==> src/design/bfq_pkg.sv <==
// Package for the batched FIFO queue: sizes, opcodes, status codes and the
// item, result and control structs shared by every design file but bfq_ram.
// Depends on nothing.
`default_nettype none
package bfq_pkg;

  localparam int QUEUE_DEPTH = 256;
  localparam int LOG_DEPTH   = 16;
  localparam int ITEM_WIDTH  = 32;

  localparam int QADDR_W = (QUEUE_DEPTH > 1) ? $clog2(QUEUE_DEPTH) : 1;
  localparam int QCNT_W  = $clog2(QUEUE_DEPTH + 1);
  localparam int LADDR_W = (LOG_DEPTH > 1) ? $clog2(LOG_DEPTH) : 1;
  localparam int LCNT_W  = $clog2(LOG_DEPTH + 1);

  // Opcodes; codes five to seven are ignored.
  localparam logic [2:0] OP_ENQ  = 3'd0;
  localparam logic [2:0] OP_DEQ  = 3'd1;
  localparam logic [2:0] OP_DENQ = 3'd2;
  localparam logic [2:0] OP_DDEQ = 3'd3;
  localparam logic [2:0] OP_EXEC = 3'd4;

  // Result status codes.
  localparam logic [1:0] STAT_RESULT = 2'd0;
  localparam logic [1:0] STAT_QFULL  = 2'd1;
  localparam logic [1:0] STAT_LFULL  = 2'd2;

  typedef struct packed {
    logic [2:0]            opcode;
    logic [ITEM_WIDTH-1:0] item;
  } in_t;

  typedef struct packed {
    logic [1:0]            status;
    logic [ITEM_WIDTH-1:0] item_out;
    logic                  found;
    logic                  last;
  } out_t;

  // One logged operation: kind is 1 for a dequeue, 0 for an enqueue.
  typedef struct packed {
    logic                  kind;
    logic [ITEM_WIDTH-1:0] item;
  } log_entry_t;

  typedef struct packed {
    logic       valid;
    logic [1:0] status;
    logic       found;
  } res_push_t;

  typedef struct packed {
    res_push_t push;
    logic      direct_lfull;
    logic      flush;
  } res_ctl_t;

  typedef enum logic [2:0] {
    ST_IDLE,
    ST_WALK,
    ST_FINAL,
    ST_FLUSH,
    ST_DONE
  } state_t;

endpackage
`default_nettype wire

==> src/design/bfq_ctrl.sv <==
// Sequencer of the batched FIFO queue: command FSM, log walk, queue head and
// count, log count, and the address and write controls of both memories.
// Depends on bfq_pkg.
`default_nettype none
module bfq_ctrl (
  input  logic                    clk,
  input  logic                    rst,
  input  logic                    start,
  input  bfq_pkg::in_t            op,
  output logic                    busy,
  output logic                    log_we,
  output logic [bfq_pkg::LADDR_W-1:0] log_waddr,
  output bfq_pkg::log_entry_t     log_wdata,
  output logic [bfq_pkg::LADDR_W-1:0] log_raddr,
  input  bfq_pkg::log_entry_t     log_rdata,
  output logic                    q_we,
  output logic [bfq_pkg::QADDR_W-1:0] q_waddr,
  output logic [bfq_pkg::ITEM_WIDTH-1:0] q_wdata,
  output logic [bfq_pkg::QADDR_W-1:0] q_raddr,
  output bfq_pkg::res_ctl_t       res_ctl
);
  import bfq_pkg::*;

  state_t              state, state_next;
  in_t                 cmd;
  logic [LCNT_W-1:0]   walk_cnt, walk_cnt_next;
  logic [LCNT_W-1:0]   log_count;
  logic [QADDR_W-1:0]  head, head_inc;
  logic [QCNT_W-1:0]   count;
  logic [QADDR_W:0]    tail_sum;
  logic                accept, is_direct, is_defer;
  logic                q_full, q_empty, log_full, walk_last;
  logic                apply_valid, apply_deq, q_pop;
  logic [ITEM_WIDTH-1:0] apply_item;

  assign busy      = (state != ST_IDLE);
  assign accept    = start && !busy;
  assign is_direct = (op.opcode == OP_ENQ) || (op.opcode == OP_DEQ) ||
                     (op.opcode == OP_EXEC);
  assign is_defer  = (op.opcode == OP_DENQ) || (op.opcode == OP_DDEQ);
  assign q_full    = (count == QCNT_W'(QUEUE_DEPTH));
  assign q_empty   = (count == '0);
  assign log_full  = (log_count == LCNT_W'(LOG_DEPTH));
  assign walk_last = ((walk_cnt + LCNT_W'(1)) == log_count);

  // Tail is head plus count, wrapped at the queue depth.
  always_comb begin
    tail_sum = (QADDR_W + 1)'(head) + (QADDR_W + 1)'(count);
    if (tail_sum >= (QADDR_W + 1)'(QUEUE_DEPTH)) begin
      tail_sum = tail_sum - (QADDR_W + 1)'(QUEUE_DEPTH);
    end
  end

  assign head_inc = (head == QADDR_W'(QUEUE_DEPTH - 1)) ? '0 : head + QADDR_W'(1);

  // Next state.
  always_comb begin
    state_next = state;
    unique case (state)
      ST_IDLE: begin
        if (accept && is_direct) begin
          if (log_count != '0) begin
            state_next = ST_WALK;
          end else if (op.opcode != OP_EXEC) begin
            state_next = ST_FINAL;
          end
        end
      end
      ST_WALK: begin
        if (walk_last) begin
          state_next = ST_FINAL;
        end
      end
      ST_FINAL: state_next = ST_FLUSH;
      ST_FLUSH: state_next = ST_DONE;
      ST_DONE:  state_next = ST_IDLE;
    endcase
  end

  // Outputs: which operation is applied this cycle and what it does.
  always_comb begin
    apply_valid   = 1'b0;
    apply_deq     = 1'b0;
    apply_item    = cmd.item;
    walk_cnt_next = walk_cnt;
    unique case (state)
      ST_IDLE: begin
        walk_cnt_next = '0;
      end
      ST_WALK: begin
        apply_valid   = 1'b1;
        apply_deq     = log_rdata.kind;
        apply_item    = log_rdata.item;
        walk_cnt_next = walk_cnt + LCNT_W'(1);
      end
      ST_FINAL: begin
        apply_valid = (cmd.opcode == OP_ENQ) || (cmd.opcode == OP_DEQ);
        apply_deq   = (cmd.opcode == OP_DEQ);
      end
      default: begin
      end
    endcase

    q_we    = apply_valid && !apply_deq && !q_full;
    q_pop   = apply_valid && apply_deq && !q_empty;
    q_waddr = tail_sum[QADDR_W-1:0];
    q_wdata = apply_item;
    q_raddr = head;

    res_ctl.push.valid   = apply_valid && (apply_deq || q_full);
    res_ctl.push.status  = apply_deq ? STAT_RESULT : STAT_QFULL;
    res_ctl.push.found   = q_pop;
    res_ctl.direct_lfull = accept && is_defer && log_full;
    res_ctl.flush        = (state == ST_DONE);

    log_we         = accept && is_defer && !log_full;
    log_waddr      = log_count[LADDR_W-1:0];
    log_wdata.kind = (op.opcode == OP_DDEQ);
    log_wdata.item = (op.opcode == OP_DDEQ) ? '0 : op.item;
    // The log is read one entry ahead so that its data is ready in the cycle
    // the entry is applied.
    log_raddr      = walk_cnt_next[LADDR_W-1:0];
  end

  always_ff @(posedge clk) begin
    if (rst) begin
      state     <= ST_IDLE;
      walk_cnt  <= '0;
      head      <= '0;
      count     <= '0;
      log_count <= '0;
    end else begin
      state    <= state_next;
      walk_cnt <= walk_cnt_next;
      if (q_pop) begin
        head <= head_inc;
      end
      if (q_we) begin
        count <= count + QCNT_W'(1);
      end else if (q_pop) begin
        count <= count - QCNT_W'(1);
      end
      if (log_we) begin
        log_count <= log_count + LCNT_W'(1);
      end else if ((state == ST_WALK) && walk_last) begin
        log_count <= '0;
      end
    end
  end

  always_ff @(posedge clk) begin
    if (accept) begin
      cmd <= op;
    end
  end

endmodule
`default_nettype wire

==> config.mk <==
export PLATFORM = sky130hd
export DESIGN_NAME = bfq_ctrl
export DESIGN_NICKNAME = d
export VERILOG_FILES = /design/src/design/bfq_pkg.sv /design/src/design/bfq_ctrl.sv
export SDC_FILE = /design/constraint.sdc
export NUM_CORES = 1
export LEC_CHECK = 0
export BUFFER_PORTS_ARGS = -buffer_cell sky130_fd_sc_hd__clkbuf_2
export CORE_ASPECT_RATIO = 1.4
export CORE_MARGIN = 5
export CORE_UTILIZATION = 52
export CTS_CLUSTER_DIAMETER = 100
export CTS_CLUSTER_SIZE = 40
export DETAILED_ROUTE_END_ITERATION = 6
export PLACE_DENSITY = 0.86
export SLEW_MARGIN = 15
export SYNTH_ARGS = -nofsm -noshare
export SYNTH_HDL_FRONTEND = slang
export SYNTH_SLANG_ARGS = --single-unit
==> constraint.sdc <==
create_clock -name clk -period 7.7 [get_ports clk]
set_input_delay 0.77 -clock clk [delete_from_list [all_inputs] [get_ports clk]]
set_output_delay 0.77 -clock clk [all_outputs]
set_load 0.01 [all_outputs]
## Word-level counts from Yosys, hierarchy flattened

Cells that the tools add are included.
Widths: inputs -> output; s select.

| cells by class | value |
|---|---|
| $add $sub $neg | 7 |
| $lt $le $gt $ge | 1 |
| equality and inequality tests | 17 |
| mux-type cells | 17 |
| reductions and logical operators | 31 |

Operators by type and width:

| cell | number |
|---|---|
| $mux 32 | 2 |
| $mux 9 | 2 |
| $mux 8 | 2 |
| $pmux 3 s5 | 1 |
| $eq 3x2->1 const B | 4 |
| $mux 3 | 4 |
| $logic_and 1x1->1 | 11 |
| $add 5x1->5 const B | 2 |
| $mux 5 | 2 |
| $pmux 5 s2 | 1 |
| $add 8x9->9 | 1 |
| $add 9x1->9 const B | 1 |
| $eq 3x1->1 const B | 3 |
| $eq 9x9->1 const B | 1 |
| $ge 9x9->1 const B | 1 |
| $logic_not 3->1 | 3 |
| $logic_not 9->1 | 1 |
| $sub 9x1->9 const B | 1 |
| $add 8x1->8 const B | 1 |
| $eq 8x8->1 const B | 1 |
| $sub 8x1->8 const B | 1 |
| $eq 3x3->1 const B | 2 |
| $ne 3x3->1 const B | 2 |
| $reduce_bool 2->1 | 3 |
| 10 further kinds | 20 |

| word-level totals | value |
|---|---|
| register bits | 65 |
| input bits | 71 |
| output and inout port bits | 98 |
| logic and storage cells | 81 |

## Depth between registers and ports, before layout

| depth | value |
|---|---|
| depth in word-level cells | 7 |
| gate-level depth with buffers | 15 |
| mapped depth without buffers | 14 |

## Worst setup path before layout

No wires, ideal clock.

| timing path | value |
|---|---|
| kind | reg-to-reg |
| from | register count[0] |
| to | register count[8] |
| setup time | 70 ps |
| arrival time | 2971 ps |
| data required time | 7630 ps |
| slack | 4658 ps |
| stages on the path, launching flop included | 14 |
| buffers on the path | 0 |
| period minus slack after synthesis | 3042 ps |
| path through | dfxtp_1 nor4_1 nand2_1 o21ai_0 inv_1 nand2_1 inv_1 fa_1 nor2b_1 o2111ai_1 a31oi_1 and3_1 o21ai_0 a21oi_1 |

| between the ends | value |
|---|---|
| cells in the longest elaborated chain, start to end | 4 |
| elaborated cells on any way between the ends | 11 |
| those cells by class | add/sub: 2; eq/ne: 1; mux: 2; reduce/logical: 6 |

RTL lines:

| what | RTL line | RTL |
|---|---|---|
| start, declared | bfq_ctrl.sv:29 | `logic [QCNT_W-1:0] count;` |
| start signal, assigned | bfq_ctrl.sv:139 | `count <= count + QCNT_W'(1);` |
| start signal, assigned | bfq_ctrl.sv:141 | `count <= count - QCNT_W'(1);` |
| $eq 9x9->1 * | bfq_ctrl.sv:41 | `assign q_full = (count == QCNT_W'(QUEUE_DEPTH));` |
| $logic_not 1->1 * | bfq_ctrl.sv:104 | `q_we = apply_valid && !apply_deq && !q_full;` |
| $logic_and 1x1->1 * | bfq_ctrl.sv:104 |  |
| net q_we | bfq_ctrl.sv:16 | `output logic q_we,` |
| $mux 9 / $reduce_bool 2->1 (equally long branches) | -- |  |

Mark *: on every way through the listed nets, which the timed path passes. The rest lies on a longest branch. The select of a mux whose other input is x is not followed.
A chain may end at the register's enable or synchronous reset.

## Final worst setup path

| timing path | value |
|---|---|
| from | register count[4] |
| to | register count[8] |

| between the ends | value |
|---|---|
| cells in the longest elaborated chain, start to end | 4 |
| elaborated cells on any way between the ends | 11 |
| those cells by class | add/sub: 2; eq/ne: 1; mux: 2; reduce/logical: 6 |

RTL lines:

| what |
|---|
| parallel branches: the longest is 4 deep, another holds $sub 9x1->9 |

Several ways; the timed one is not identified. The select of a mux whose other input is x is not followed.

==> out/results.txt <==
Fmax - 273 MHz
clock-pin slew on the worst setup and hold paths - 0.07 ns
clk sinks - 65
setup slack, reg-to-reg - 4.04 ns
Critical Path RT - 7.96 ns
initial core utilization - 53.6%
Worst VDD drop - 0.113 mV
Core ar. - 0.00741 mm²
RSZ-0062 raised after global routing - no
Die Footprint - 0.00951 mm²
Psw - 0.260 mW
Sw Share - 27.5%
pin count of the biggest net entering global routing - 36
Die X - 83.9 µm
Setup crit start kind - flop
routability cong. - 0.885
IO buf count - 167
I/O pin count - 169
Primary FF master, synth - edfxtp_1
Max clock buf depth - 2
sequential fraction of design power - 42.4%
dominant cell type by area after synthesis - edfxtp_1
Worst-Margin Slew - 0.997 ns
Leakage Power - 2.38 nW
EDFF count, synth - 35
DRC violations left - 0
total power - 0.946 mW
Worst Path Arrival - 3.92 ns
Die Height - 113 µm
DR vias - 3,746
maxcap violations - 0
Total Nets Final - 701
FP Rows - 37
Final Max Slew Viols - 0
worst reg2reg endpoint - count[8]
dpl hpwl - 8620 µm
non-filler instance count after layout - 712
antenna-violating nets left - 0
number of distinct library cells after synthesis - 53
CTS Hold Bufs - 0
hold depth - 1
Tcrit/Tclk final - 47.6%
Mapped Avg Cell Area - 8.71 µm²
synthesized flop and latch total - 65
cells on worst reg2reg path - 13
1st-pass router iterations - 4
grt ovf - 0
Int Power - 0.686 mW
1st-iter DRT viols - 194
clock share of power - 35.6%
Mapped Nets - 547
Post-Syn Area - 0.00397 mm²
Crit. Startpoint - count[4]
Hold Vio Cnt, Final - 0
via-per-instance ratio - 5.26
clock skew - 0.00818 ns
Worst R2R Start - count[4]
most common cell in the netlist - nand2_1
cell count after synthesis - 456
worst-path fanout max - 8
sequential area share after synthesis - 41.6%
initial antenna violation count - 0
Ys Warns - 0
H-tree depth - 3
first-pass GRT wire length - 17,600 µm
Total Routed Length - 10,900 µm
post-CTS resize count - 0
Power Density - 188 mW/mm²
root buffer cell - clkbuf_8
routed len/inst - 15.3 µm
Worst Hold End - log_count[4]
hold path startpoint - log_count[4]
Synth top cells by count - nand2_1, edfxtp_1, and2_1
post-synth top area share - 26.5%
postcts setup bufs - 0
Total Routing Usage GR - 22.9%
CTS tree - built
crit end category - flop
Setup Viol. Count Final - 0
Cell Chain, Critical Path - nor4_1 -> nand2_1 -> o21ai_0 -> inv_1 -> nand2_1 -> inv_1 -> fa_1 -> nor2b_1 -> o2111ai_1 -> a31oi_1 -> and3_1 -> o21ai_0 -> a21oi_1
CP peak stage delay - 0.67 ns
Setup TNS Final - 0 ns
min Tclk post-route - 3.66 ns
CTS Buf Count - 9
Post-synth ARST share - 0%
vias in the first global route - 3,724
synth top area cells - edfxtp_1, dfxtp_1, nand2_1
antenna diode count - 0
Syn-to-layout area delta - 26.6%
Comb pwr share - 22.0%
placed insts - 696
WS Path Type - reg2reg
Clock Latency Late Sink - 0.33 ns
outcome - completed
Hold Path Class - reg2reg
headroom to the max-slew limit - 33.4%
layout cells sized above 1 - 31.2%
Slowest-stage cell, CP - nor4_1
==> final cells by class <==
cell class              instances  area (µm²)
well taps                      97         121
clock inverters                 4        72.6
fillers                       598        2380
clock buffers                  12         166
repair buffers                169         851
inverters                      19        73.8
flip-flops and latches         65        1650
multi-input cells             346        2090
==> cell usage in the layout (no fill, tap or decap), drive strengths merged, types with 2 or more instances in the layout <==
master and n:
or2 2, o21a 2, inv 19, fa 2, buf 2, dfxtp 30
and4 4, mux2i 8, xor2 12, nor2 31, clkinv 2, o211ai 4
nor3 7, nor3b 2, nor4 5, a311oi 3, and2 34, a21oi 11
nor2b 8, xnor2 16, or3 2, nor4b 2, nand3b 2, clkbuf 179
edfxtp 35, a31oi 3, and3 3, nand2 121, nand4 5, bufinv 2
nand3 11, ha 18, o21ai 15
==> how the worst max path moves through the flow <==
stage          cells after the start        to  slack, ns
6_report                          13  count[8]       4.04
5_1_grt                           13  count[8]       3.81
4_1_cts                           13  count[8]       4.06
3_5_place_dp                      13  count[8]       4.15
3_3_place_gp                      13  count[8]       4.38
2_1_floorplan                     13  count[8]       4.66
==> sequential cells by signal, indices dropped and copies added, names as in the netlist <==
signal / count
q_raddr: 8
count: 9
state: 3
walk_cnt: 5
log_count: 5
cmd: 35
==> through the flow <==
stage                     cell area (µm²)  util [%]  hold WS [ns]  worst slack [ns]
after floorplan                      3970         -         0.475              4.66
after global placement               4790      64.7         0.499              4.38
after detailed placement             4790      64.7         0.504              4.15
after CTS                            5030      67.9         0.521              4.06
after global routing                 5030      67.9         0.531              3.81
final                                5030      67.9         0.519              4.04
==> power groups by stage <==
stage | Combinational (mW) | Sequential [mW] | Clock, mW
6_report | 0.208 | 0.401 | 0.337
5_1_grt | 0.232 | 0.403 | 0.356
4_1_cts | 0.209 | 0.401 | 0.346
3_5_place_dp | 0.207 | 0.408 | 0
3_3_place_gp | 0.201 | 0.407 | 0
2_1_floorplan | 0.133 | 0.404 | 0
==> cell families (layout without fill, tap and decap cells) <==
| kind of cell | after synthesis | in the layout | share of synthesized area, % |
|---|---|---|---|
| multiplexers | 8 | 8 | 2.02 |
| buffers and inverters | 45 | 204 | 5.73 |
| XOR/XNOR | 28 | 28 | 6.18 |
| flip-flops | 65 | 65 | 41.6 |
| AO/OA/AOI/OAI | 46 | 46 | 7.62 |
| adder cells (fa/ha/maj) | 21 | 21 | 6.93 |
| other | 1 | 1 | 0.0944 |
| AND/OR/NAND/NOR | 242 | 242 | 29.8 |
==> routing by layer <==
metal	part of all wire (%)	global-route usage, %
met1	36	23.8
met2	51	41.6
met3	8.9	6.65
met4	4.1	11.7
met5	0	0
==> critical path, delay by kind of cell, from the launching register on <==
| kind | cells | cell delay [ns] |
|---|---|---|
| AO/OA/AOI/OAI | 5 | 0.93 |
| adder cells (fa/ha/maj) | 1 | 0.48 |
| buffers and inverters | 2 | 0.21 |
| flip-flops | 1 | 0.35 |
| AND/OR/NAND/NOR | 5 | 1.62 |
Power figures use the tool's default switching activity.
