[src/design/bfq_pkg.sv]
// Package for the batched FIFO queue: sizes, opcodes, status codes and the
// item, result and control structs shared by every design file but bfq_ram.
// Depends on nothing.
`default_nettype none
package bfq_pkg;

  localparam int QUEUE_DEPTH = 256;
  localparam int LOG_DEPTH   = 16;
  localparam int ITEM_WIDTH  = 32;

  localparam int QADDR_W = (QUEUE_DEPTH > 1) ? $clog2(QUEUE_DEPTH) : 1;
  localparam int QCNT_W  = $clog2(QUEUE_DEPTH + 1);
  localparam int LADDR_W = (LOG_DEPTH > 1) ? $clog2(LOG_DEPTH) : 1;
  localparam int LCNT_W  = $clog2(LOG_DEPTH + 1);

  // Opcodes; codes five to seven are ignored.
  localparam logic [2:0] OP_ENQ  = 3'd0;
  localparam logic [2:0] OP_DEQ  = 3'd1;
  localparam logic [2:0] OP_DENQ = 3'd2;
  localparam logic [2:0] OP_DDEQ = 3'd3;
  localparam logic [2:0] OP_EXEC = 3'd4;

  // Result status codes.
  localparam logic [1:0] STAT_RESULT = 2'd0;
  localparam logic [1:0] STAT_QFULL  = 2'd1;
  localparam logic [1:0] STAT_LFULL  = 2'd2;

  typedef struct packed {
    logic [2:0]            opcode;
    logic [ITEM_WIDTH-1:0] item;
  } in_t;

  typedef struct packed {
    logic [1:0]            status;
    logic [ITEM_WIDTH-1:0] item_out;
    logic                  found;
    logic                  last;
  } out_t;

  // One logged operation: kind is 1 for a dequeue, 0 for an enqueue.
  typedef struct packed {
    logic                  kind;
    logic [ITEM_WIDTH-1:0] item;
  } log_entry_t;

  typedef struct packed {
    logic       valid;
    logic [1:0] status;
    logic       found;
  } res_push_t;

  typedef struct packed {
    res_push_t push;
    logic      direct_lfull;
    logic      flush;
  } res_ctl_t;

  typedef enum logic [2:0] {
    ST_IDLE,
    ST_WALK,
    ST_FINAL,
    ST_FLUSH,
    ST_DONE
  } state_t;

endpackage
`default_nettype wire

[src/design/bfq_result.sv]
// Result path: resolves dequeue data from the queue memory, holds one result
// back until it is known whether it is the last one, and drives the outputs.
// Depends on bfq_pkg.
`default_nettype none
module bfq_result (
  input  logic                          clk,
  input  logic                          rst,
  input  bfq_pkg::res_ctl_t             res_ctl,
  input  logic [bfq_pkg::ITEM_WIDTH-1:0] q_rdata,
  output bfq_pkg::out_t                 result,
  output logic                          result_valid
);
  import bfq_pkg::*;

  res_push_t stage;
  out_t      held, resolved;
  logic      held_valid;

  always_comb begin
    resolved.status   = stage.status;
    resolved.item_out = stage.found ? q_rdata : '0;
    resolved.found    = stage.found;
    resolved.last     = 1'b0;
  end

  always_ff @(posedge clk) begin
    if (rst) begin
      stage.valid  <= 1'b0;
      held_valid   <= 1'b0;
      result_valid <= 1'b0;
    end else begin
      stage        <= res_ctl.push;
      result_valid <= 1'b0;
      if (stage.valid) begin
        held_valid <= 1'b1;
        if (held_valid) begin
          result_valid <= 1'b1;
        end
      end else if (res_ctl.flush && held_valid) begin
        held_valid   <= 1'b0;
        result_valid <= 1'b1;
      end else if (res_ctl.direct_lfull) begin
        result_valid <= 1'b1;
      end
    end
  end

  always_ff @(posedge clk) begin
    if (stage.valid) begin
      held <= resolved;
      result <= held;
    end else if (res_ctl.flush && held_valid) begin
      result <= '{status: held.status, item_out: held.item_out, found: held.found,
                  last: 1'b1};
    end else if (res_ctl.direct_lfull) begin
      result.status   <= STAT_LFULL;
      result.item_out <= '0;
      result.found    <= 1'b0;
      result.last     <= 1'b1;
    end
  end

endmodule
`default_nettype wire

[config.mk]
export PLATFORM = sky130hd
export DESIGN_NAME = bfq_result
export DESIGN_NICKNAME = d
export VERILOG_FILES = /design/src/design/bfq_pkg.sv /design/src/design/bfq_result.sv
export SDC_FILE = /design/constraint.sdc
export NUM_CORES = 1
export LEC_CHECK = 0
export BUFFER_PORTS_ARGS = -buffer_cell sky130_fd_sc_hd__buf_2
export CAP_MARGIN = 30
export CORE_MARGIN = 8
export CORE_UTILIZATION = 40
export CTS_CLUSTER_DIAMETER = 120
export DETAILED_ROUTE_END_ITERATION = 6
export PLACE_DENSITY = 0.76
export SYNTH_ARGS = -nofsm -noshare
export SYNTH_HDL_FRONTEND = slang
export SYNTH_SLANG_ARGS = --single-unit
[constraint.sdc]
create_clock -name clk -period 2.76 [get_ports clk]
set_clock_uncertainty 0.2 [all_clocks]
set_input_delay 0.414 -clock clk [delete_from_list [all_inputs] [get_ports clk]]
set_output_delay 0.414 -clock clk [all_outputs]
set_load 0.02 [all_outputs]
Word-level counts from Yosys, hierarchy flattened:

Cells that the tools add are included.

* add/sub/neg operators: 0
* multipliers: 0
* divide/modulo/power cells: 0
* magnitude comparators: 0
* eq/ne operators: 0
* shifts and indexed selects: 0
* mux-type cells: 9
* bitwise operators: 0
* reduce and logical (&&, ||, !) cells: 3

Operators with widths (count)
* $mux 36: 3
* $mux 1: 6
* $reduce_bool 3->1: 1
* $reduce_bool 2->1: 1
* $logic_and 1x1->1: 1

* register bits: 77
* bits in latches: 0
* memory bits (writable): 0
* ROM bits: 0
* input bits: 40
* output and inout port bits: 37
* word-level logic and storage cells: 24
* memories kept: 0

Logic depth before layout (Yosys ltp):

Gate-level depths: netlist of run 1.

* depth after elaboration: 3
* gate-level depth with buffers: 3
* gate-level depth less buffers: 2

Worst setup path after synthesis of run 1:

No wires, ideal clock.

* kind: reg2reg
* start: reg stage[3] in the netlist's numbering
* end: reg result[0] in the netlist's numbering (enable)
* library setup time: 0.399 ns
* data arrival time: 2.164 ns
* path slack: -0.003 ns
* cell stages (with the launch flop): 3
* clock period less this slack: 2.763 ns
* cell sequence: dfxtp_1 > a21oi_4 > nand2b_1

* word-level cells in the longest chain between the ends: 1

Ends and longest elaborated chain
* start, declared: line bfq_result.sv:15 `res_push_t stage;`
* start signal, assigned: line bfq_result.sv:32 `stage <= res_ctl.push;`
* $reduce_bool 3->1 (no source line)
* end signal, assigned: line bfq_result.sv:51 `result <= held;`
* end signal, assigned: line bfq_result.sv:53 `result <= '{status: held.status, item_out: held.item_out, found: held.found,`
* end, declared: line bfq_result.sv:10 `output bfq_pkg::out_t result,`

No other way between the ends.
A chain may end at the register's enable or synchronous reset.

Worst setup path after layout of run 1:

* start: reg result[4] in the netlist's numbering
* end: out result[4] in the netlist's numbering

No word-level cell between the ends.

==> impl_metrics.toml, run 1 <==
[outcome]
outcome = "completed"

[worst_setup_path]
r2r.worst_path.cells = 1
worst-path-buf-inv = 1
cp-endpoint = "result[4]"
worstSetupStartpoint = "result[4]"
max_stage_delay_ps = 390
crit_family = "flip-flops"
required_ps = 2150
crit_cells = 1
reg2reg_to = "held[32]"
reg2reg_setup_slack_ps = 1300
critPathMaxFanout = 1
cp-end-kind = "output port"
path_cells = "buf_2"
reg2reg_from = "resolved[1]"
worstSetupPathType = "reg2out"
crit_slowest_cell = "edfxtp_1"
cp.arrival_ps = 890
setup.worst_path.start_class = "flip-flop"

[power_and_ir_drop]
p_leak_nw = 1.42
p_total_w = 0.00235
max-vdd-ir-drop_uv = 270
p_per_area_nw_per_um2 = 670

[sta]
tns_ps = 0
period_minus_slack_ps = 1500
fmax_ghz = 0.665
rsz0062_at_grt = "no"
layout_setup_ws_ps = 1260
hold_violations = 0
slew-limit-headroom_pct = 50.3
report.final.slew_viol_count = 0
min_period_over_period_pct = 54.5
tightest_slew_ps = 745
hold_ws_ps = 53.0
finalSetupViolations = 0

[die]
die_height_um = 99.7
core_area_sq_um = 6790
die_area_sq_um = 9940
die_w_um = 99.7
num_rows = 30
ios = 77
start_util_pct = 41.3

[cts]
clock_sinks = 77
post_cts_buffers = 0
worstSkewPairLatency_ps = 330
clockBufferDepth = 2
cts_inserted_buffers = 9
cts_hold_buf = 0
cts_resized = 0
htreeDepth = 3
cts_tree = "built"
clk_pin_slew_ps = 70
root_buffer = "clkbuf_8"

[yosys]
yosysWarnings = 0
syn_inst = 160
ys_seq_area_share_pct = 81.4
synthTopCellsByArea = "edfxtp_1 (79%), nor2b_1 (7.8%), and2_1 (7.1%)"
avgSynthCellArea_sq_um = 17.5
netlist_area_sq_um = 2800
synth_top_area_share_pct = 79.3
ys_ff_latch = 77
yosysUniqueCellTypes = 13
synth_top_area_cell = "edfxtp_1"
synth_nets = 200

[route]
drc = 0
drt_wl_total_um = 4450
via_count = 1463
ant_nets = 0
dr.pass1.iters = 4
wire_per_inst_um = 12.9
viasPerCell = 4.23
first_iter_violations = 39

[placement]
post-dp-hpwl_um = 3250
dp_slack_ps = 1230
place_congestion = 0.687
io_buffers = 76
placed_cells = 330

[global_route]
grt_antenna_before_repair = 0
grt_max_degree = 39
track_usage_pct = 9.43
grt_pass1_vias = 1493
grt_overflow_total = 0
grt_pass1_wl_um = 6960

[flow_run]
cap_violations = 0

[finish]
final_cell_count_no_fill = 346
drive_gt1_share_pct = 38.8
syn_to_final_growth_pct = 25.0
diodes = 0
nNetsFinal = 285

[min_path]
hold_path_class = "in2reg"
==> per-stage QoR <==
step | instance area (sq um) | util (%)
2_1_floorplan | 2810 | -
3_3_place_gp | 3310 | 48.7
3_5_place_dp | 3310 | 48.7
4_1_cts | 3500 | 51.5
5_1_grt | 3500 | 51.5
6_report | 3500 | 51.5
==> flip-flops by register name, summed over array words and instances (netlist names) <==
register and cells:
result_valid 1, resolved 3, held_valid 1, held 35
result 36, stage 1
==> placed cells by master, fill, tap and decap left out <==
cell	instances
nand2b_1	2
dfxtp_1	2
clkinv_4	1
buf_2	76
clkinv_1	2
clkinvlp_4	2
or2_1	1
clkbuf_8	9
dfxtp_2	1
and2_1	32
inv_1	2
nor2b_1	35
a21oi_4	1
clkinv_2	1
edfxtp_1	74
a21oi_1	2
nand2b_2	1
bufinv_16	1
buf_4	3
buf_12	1
o21ai_0	1
==> cell usage after synthesis, drive strengths merged <==
cell type,count
a21oi,3
and2,32
buf,3
clkbuf,3
dfxtp,3
edfxtp,74
inv,2
nand2b,3
nor2b,35
o21ai,1
or2,1
==> layer usage <==
layer	GRT usage, %	wire length [um]	vias up
met2	16.3	2410	48
li1	-	-	728
met4	7.45	121	0
met1	8.74	1630	678
met5	0	0	-
met3	3.56	291	9
==> cells by family (layout without fill, tap and decap cells) <==
group	count (synthesis)	in the layout	share of synthesized area (%)
simple gates	71	71	15.8
buf+inv	8	98	1.61
compound gates	4	4	1.12
flops	77	77	81.4
==> worst min path at each step <==
stage	from	endpoint	slack, ps	cells after the start
detailed placement	resolved[35]	held[35]	210	0
finish	res_ctl[4]	resolved[35]	50	1
CTS	res_ctl[4]	resolved[35]	20	1
global placement	resolved[34]	held[34]	210	0
floorplan	resolved[34]	held[34]	200	0
global route	res_ctl[3]	resolved[34]	30	1
==> report_power, final <==
part           switching (W)  internal [W]  total, W
clock network       0.000379      0.000411  0.000790
logic               0.000117     0.0000749  0.000192
registers          0.0000199       0.00135   0.00137
total               0.000517       0.00183   0.00235
==> cell type report <==
| class | instances | area, sq um |
|---|---|---|
| fillers | 577 | 3290 |
| repair buffers | 80 | 423 |
| multi-input cells | 75 | 478 |
| inverters | 2 | 7.51 |
| clock buffers | 9 | 124 |
| clock inverters | 7 | 66.3 |
| well taps | 96 | 120 |
| flip-flops and latches | 77 | 2280 |
No activity file was read; power rests on OpenSTA's default activity.
==> run 2: changes to the inputs <==
--- a/config.mk
+++ b/config.mk
@@ -11,7 +11,7 @@
 export CORE_UTILIZATION = 40
 export CTS_CLUSTER_DIAMETER = 120
 export DETAILED_ROUTE_END_ITERATION = 6
-export PLACE_DENSITY = 0.76
+export PLACE_DENSITY = 0.74
 export SYNTH_ARGS = -nofsm -noshare
 export SYNTH_HDL_FRONTEND = slang
 export SYNTH_SLANG_ARGS = --single-unit
==> constraint.sdc (replaced) <==
create_clock -name clk -period 1.41 [get_ports clk]
set_clock_uncertainty 0.2 [all_clocks]
set_input_delay 0.2115 -clock clk [delete_from_list [all_inputs] [get_ports clk]]
set_output_delay 0.2115 -clock clk [all_outputs]
set_load 0.02 [all_outputs]
==> run 2 against run 1 <==
Effect of this change:
- wire length up 20%
- global-route usage is 1.7 points higher
- critical path depth increased by 3
- clock-buffer cell count increased by 2
- sequential share of layout area is 6.4 points lower
- final area grew 11%
- non-clock buffer count is 41 higher
- combinational power grew to 2.6 times the previous value
- via count grew 11%
- setup slack got worse by 1200 ps
- highest routed layer unchanged
==> impl_metrics.toml, run 2 (synthesis gave the netlist of run 1 again) <==
[sta]
period_minus_slack_ps = 1370
fmax_ghz = 0.730
min_period_over_period_pct = 97.2
finalSetupViolations = 0
rsz0062_at_grt = "no"
report.final.slew_viol_count = 0
slew-limit-headroom_pct = 79.9
tns_ps = 0
hold_violations = 0
tightest_slew_ps = 302

[worst_setup_path]
max_stage_delay_ps = 520
worstSetupPathType = "in2reg"
cp.arrival_ps = 1200
critPathMaxFanout = 36
crit_slowest_cell = "dlygate4sd3_1"
path_cells = "dlygate4sd3_1 > buf_2 > nand2b_4 > buf_12"
setup.worst_path.start_class = "primary input"
required_ps = 1230
cp-end-kind = "flip-flop"

[finish]
regMostFlops = "result"
finalInstanceArea_sq_um = 3880
syn_to_final_growth_pct = 38.6
final_common_cell = "buf_2"
nFillCells = 553
mostFrequentLayoutCells = "buf_2 (76), edfxtp_1 (74), dlygate4sd3_1 (39)"
drive_gt1_share_pct = 32.8
nNetsFinal = 326
regArea_sq_um = 2290
multiInputGateArea_sq_um = 483
largest_reg_flops = 36
diodes = 0

[outcome]
outcome = "completed"

[cts]
cts_inserted_buffers = 9
clock_sinks = 77
worstSkewPairLatency_ps = 330
clk_pin_slew_ps = 70
post_cts_buffers = 0
cts_tree = "built"
htreeDepth = 3
root_buffer = "clkbuf_8"
clockBufferDepth = 2

[route]
ant_nets = 0
wire_per_inst_um = 13.8
drt_wl_total_um = 5330
via_count = 1629
dr.pass1.iters = 3
first_iter_violations = 26
drc = 0
viasPerCell = 4.22

[power_and_ir_drop]
p_sw_w = 0.000997
pwr-share-clk_pct = 29.3
p_sw_share_pct = 22.3
p_comb_share_pct = 11.1
p_leak_nw = 1.59
seq_power_share_pct = 59.6
p_per_area_nw_per_um2 = 1150
p_total_w = 0.00447
max-vdd-ir-drop_uv = 580
p_int_w = 0.00347

[placement]
place_area_sq_um = 3350
io_buffers = 76
place_congestion = 0.719

[die]
die_height_um = 99.7
core_area_sq_um = 6790
num_rows = 30
start_util_pct = 41.3
die_area_sq_um = 9940
die_w_um = 99.7
ios = 77

[global_route]
grt_max_degree = 37
track_usage_pct = 11.1
grt_pass1_vias = 1769
grt_pass1_wl_um = 8310
grt_antenna_before_repair = 0
grt_overflow_total = 0

[min_path]
hold_path_class = "in2reg"

[flow_run]
cap_violations = 0
run 2: power groups by stage:
stage / logic, W / registers, W / clock network [W]
floorplan: 0.000120 / 0.00282 / 0
global placement: 0.000407 / 0.00271 / 0
detailed placement: 0.000415 / 0.00271 / 0
CTS: 0.000499 / 0.00266 / 0.00135
global route: 0.000538 / 0.00267 / 0.00144
finish: 0.000496 / 0.00266 / 0.00131
run 2: area by class of cell:
class,count,share of cell area (%)
tap,96,3.09
timing repair buffer,121,21.6
clock buffer,11,3.38
inverter,2,0.193
multi-input combinational,75,12.4
sequential,77,58.8
clock inverter,4,0.419
run 2: worst max-delay path: cells and delay by family:
kind,cells,cell delay (ps)
buffers and inverters,3,840
and+or+nand+nor,1,120
run 2: stage by stage:
step	cells	hold slack [ps]	utilization, %	setup WS [ps]
after floorplan	160	73.4	-	-142
after global placement	332	193	49.3	125
after detailed placement	332	193	49.3	91.2
after CTS	386	62.1	57.2	70.2
after global routing	386	89.0	57.2	27.8
final	386	76.5	57.2	39.4
run 2: layer usage:
layer  up-vias  routed length (um)  GRT usage (%)
li1        804                   -              -
met1       757                1980           10.4
met2        55                2800           20.2
met3        13                 411           4.40
met4         0                 144           6.05
met5         -                   0              0
run 2: path summary, 6_finish.rpt:
kind	from	endpoint	cells after the start	slack, ps
min reg2reg	resolved[35]	held[35]	0	230
min	res_ctl[0]	result_valid	3	80
max	res_ctl[1]	result[14]	4	40
max reg2reg	held_valid	result[35]	3	80
run 2: timing repair:
action,4_1_cts,5_1_grt
endpoints found under the hold margin,38,0
endpoints found under the setup margin,0,0
hold buffers,39,0
resized for setup,0,0
==> run 3: changes to the inputs <==
--- a/config.mk
+++ b/config.mk
@@ -7,9 +7,11 @@
 export LEC_CHECK = 0
 export BUFFER_PORTS_ARGS = -buffer_cell sky130_fd_sc_hd__buf_2
 export CAP_MARGIN = 30
+export CORE_ASPECT_RATIO = 1.4
 export CORE_MARGIN = 8
 export CORE_UTILIZATION = 40
 export CTS_CLUSTER_DIAMETER = 120
+export CTS_CLUSTER_SIZE = 30
 export DETAILED_ROUTE_END_ITERATION = 6
 export PLACE_DENSITY = 0.74
 export SYNTH_ARGS = -nofsm -noshare
==> run 3 against run 2 <==
Effect of this change:
- flip-flop and latch count is the same
- final cell count up 0.78%
- combinational power barely moved
- global-route usage is 0.73 points higher
- first-iteration DRC count increased to 4.0 times the previous value
- final area is 2.0% higher
- critical path type unchanged
==> impl_metrics.toml, run 3 (synthesis gave the netlist of run 1 again) <==
[power_and_ir_drop]
pwr-share-clk_pct = 35.5
p_sw_w = 0.00105
seq_power_share_pct = 54.3
max-vdd-ir-drop_uv = 807
p_per_area_nw_per_um2 = 1240
p_sw_share_pct = 21.3
p_comb_share_pct = 10.2
p_int_w = 0.00386
p_leak_nw = 1.62

[global_route]
grt_overflow_total = 0
grt_pass1_vias = 1832
grt_pass1_wl_um = 8710
grt_antenna_before_repair = 0
track_usage_pct = 11.9
grt_max_degree = 32

[worst_setup_path]
path_cells = "dlygate4sd3_1 > buf_2 > nand2b_4 > buf_12"
cp.arrival_ps = 1180
critPathMaxFanout = 31
cp-end-kind = "flip-flop"
crit_slowest_cell = "dlygate4sd3_1"
setup.worst_path.start_class = "primary input"
max_stage_delay_ps = 530
required_ps = 1240
worstSetupPathType = "in2reg"

[route]
dr.pass1.iters = 4
wire_per_inst_um = 14.1
drc = 0
first_iter_violations = 103
via_count = 1639
viasPerCell = 4.21
ant_nets = 0
drt_wl_total_um = 5500

[finish]
mostFrequentLayoutCells = "buf_2 (76), edfxtp_1 (74), dlygate4sd3_1 (39)"
diodes = 0
final_common_cell = "buf_2"
drive_gt1_share_pct = 35.0
nNetsFinal = 329
regMostFlops = "result"
finalInstanceArea_sq_um = 3960
regArea_sq_um = 2290
syn_to_final_growth_pct = 41.4
multiInputGateArea_sq_um = 483
fin_util_pct = 57.5
largest_reg_flops = 36
nFillCells = 538

[cts]
worstSkewPairLatency_ps = 340
htreeDepth = 3
clockBufferDepth = 2
cts_tree = "built"
root_buffer = "clkbuf_8"
clock_sinks = 77
cts_inserted_buffers = 9
clk_pin_slew_ps = 70

[die]
start_util_pct = 40.7
die_area_sq_um = 9980
ios = 77
die_w_um = 86.7
num_rows = 36
core_area_sq_um = 6890
die_height_um = 115

[sta]
period_minus_slack_ps = 1350
rsz0062_at_grt = "no"
hold_violations = 0
slew-limit-headroom_pct = 77.0
fmax_ghz = 0.743
report.final.slew_viol_count = 0
min_period_over_period_pct = 95.5
tightest_slew_ps = 345
finalSetupViolations = 0

[min_path]
hold_path_class = "in2reg"

[placement]
io_buffers = 76
post-dp-hpwl_um = 3620
place_area_sq_um = 3360
place_congestion = 0.677

[outcome]
outcome = "completed"

[flow_run]
cap_violations = 0
run 3: cell count changes in the layout (fill, tap and decap cells not counted), sizes merged:
cell,previous run,this run
buf,82,85
bufinv,0,2
clkbuf,11,10
clkinv,4,2
clkinvlp,0,2
run 3: final timing paths:
path / from / to / slack, ps / depth (start not counted)
worst max-delay path: res_ctl[1] / result[20] / 60 / 4
worst min register to register: resolved[35] / held[35] / 240 / 0
worst min-delay path: res_ctl[0] / result_valid / 50 / 3
worst max register to register: stage[3] / result[20] / 90 / 3
run 3: metrics by stage:
stage	power (W)	hold slack (ps)	worst slack, ps	TNS [ps]	cells
finish	0.00490	50.1	64.1	0	389
global route	0.00511	84.5	31.4	0	389
CTS	0.00495	30.8	44.4	0	389
detailed placement	0.00313	191	43.0	0	334
global placement	0.00312	189	98.6	0	334
floorplan	0.00294	73.4	-142	-5440	160
run 3: layout make-up:
class | instances | share of cell area (%)
well taps | 95 | 3.00
repair buffers | 124 | 21.5
inverters | 2 | 0.189
flip-flops and latches | 77 | 57.7
clock inverters | 6 | 2.21
clock buffers | 10 | 3.22
multi-input cells | 75 | 12.2
run 3: per-layer routing:
layer | GRT usage [%] | wire length, um | vias up
li1 | - | - | 815
met1 | 10.8 | 1890 | 754
met5 | 0 | 0 | -
met2 | 22.0 | 3120 | 57
met3 | 3.15 | 320 | 13
met4 | 8.19 | 168 | 0
run 3: what timing repair did:
action	4_1_cts	5_1_grt
resized for setup	0	1
buffers inserted	0	0
setup endpoints to repair	0	1
hold buffers	39	0
endpoints found under the hold margin	38	0
run 3: critical path: cells and delay by family:
kind,cells,cell delay [ps]
AND/OR/NAND/NOR,1,130
buffers and inverters,3,830
run 3: power by group through the flow:
| stage | registers (W) | logic, W | clock network (W) |
|---|---|---|---|
| 2_1_floorplan | 0.00282 | 0.000120 | 0 |
| 3_3_place_gp | 0.00271 | 0.000407 | 0 |
| 3_5_place_dp | 0.00271 | 0.000419 | 0 |
| 4_1_cts | 0.00266 | 0.000503 | 0.00179 |
| 5_1_grt | 0.00267 | 0.000543 | 0.00190 |
| 6_report | 0.00266 | 0.000499 | 0.00174 |
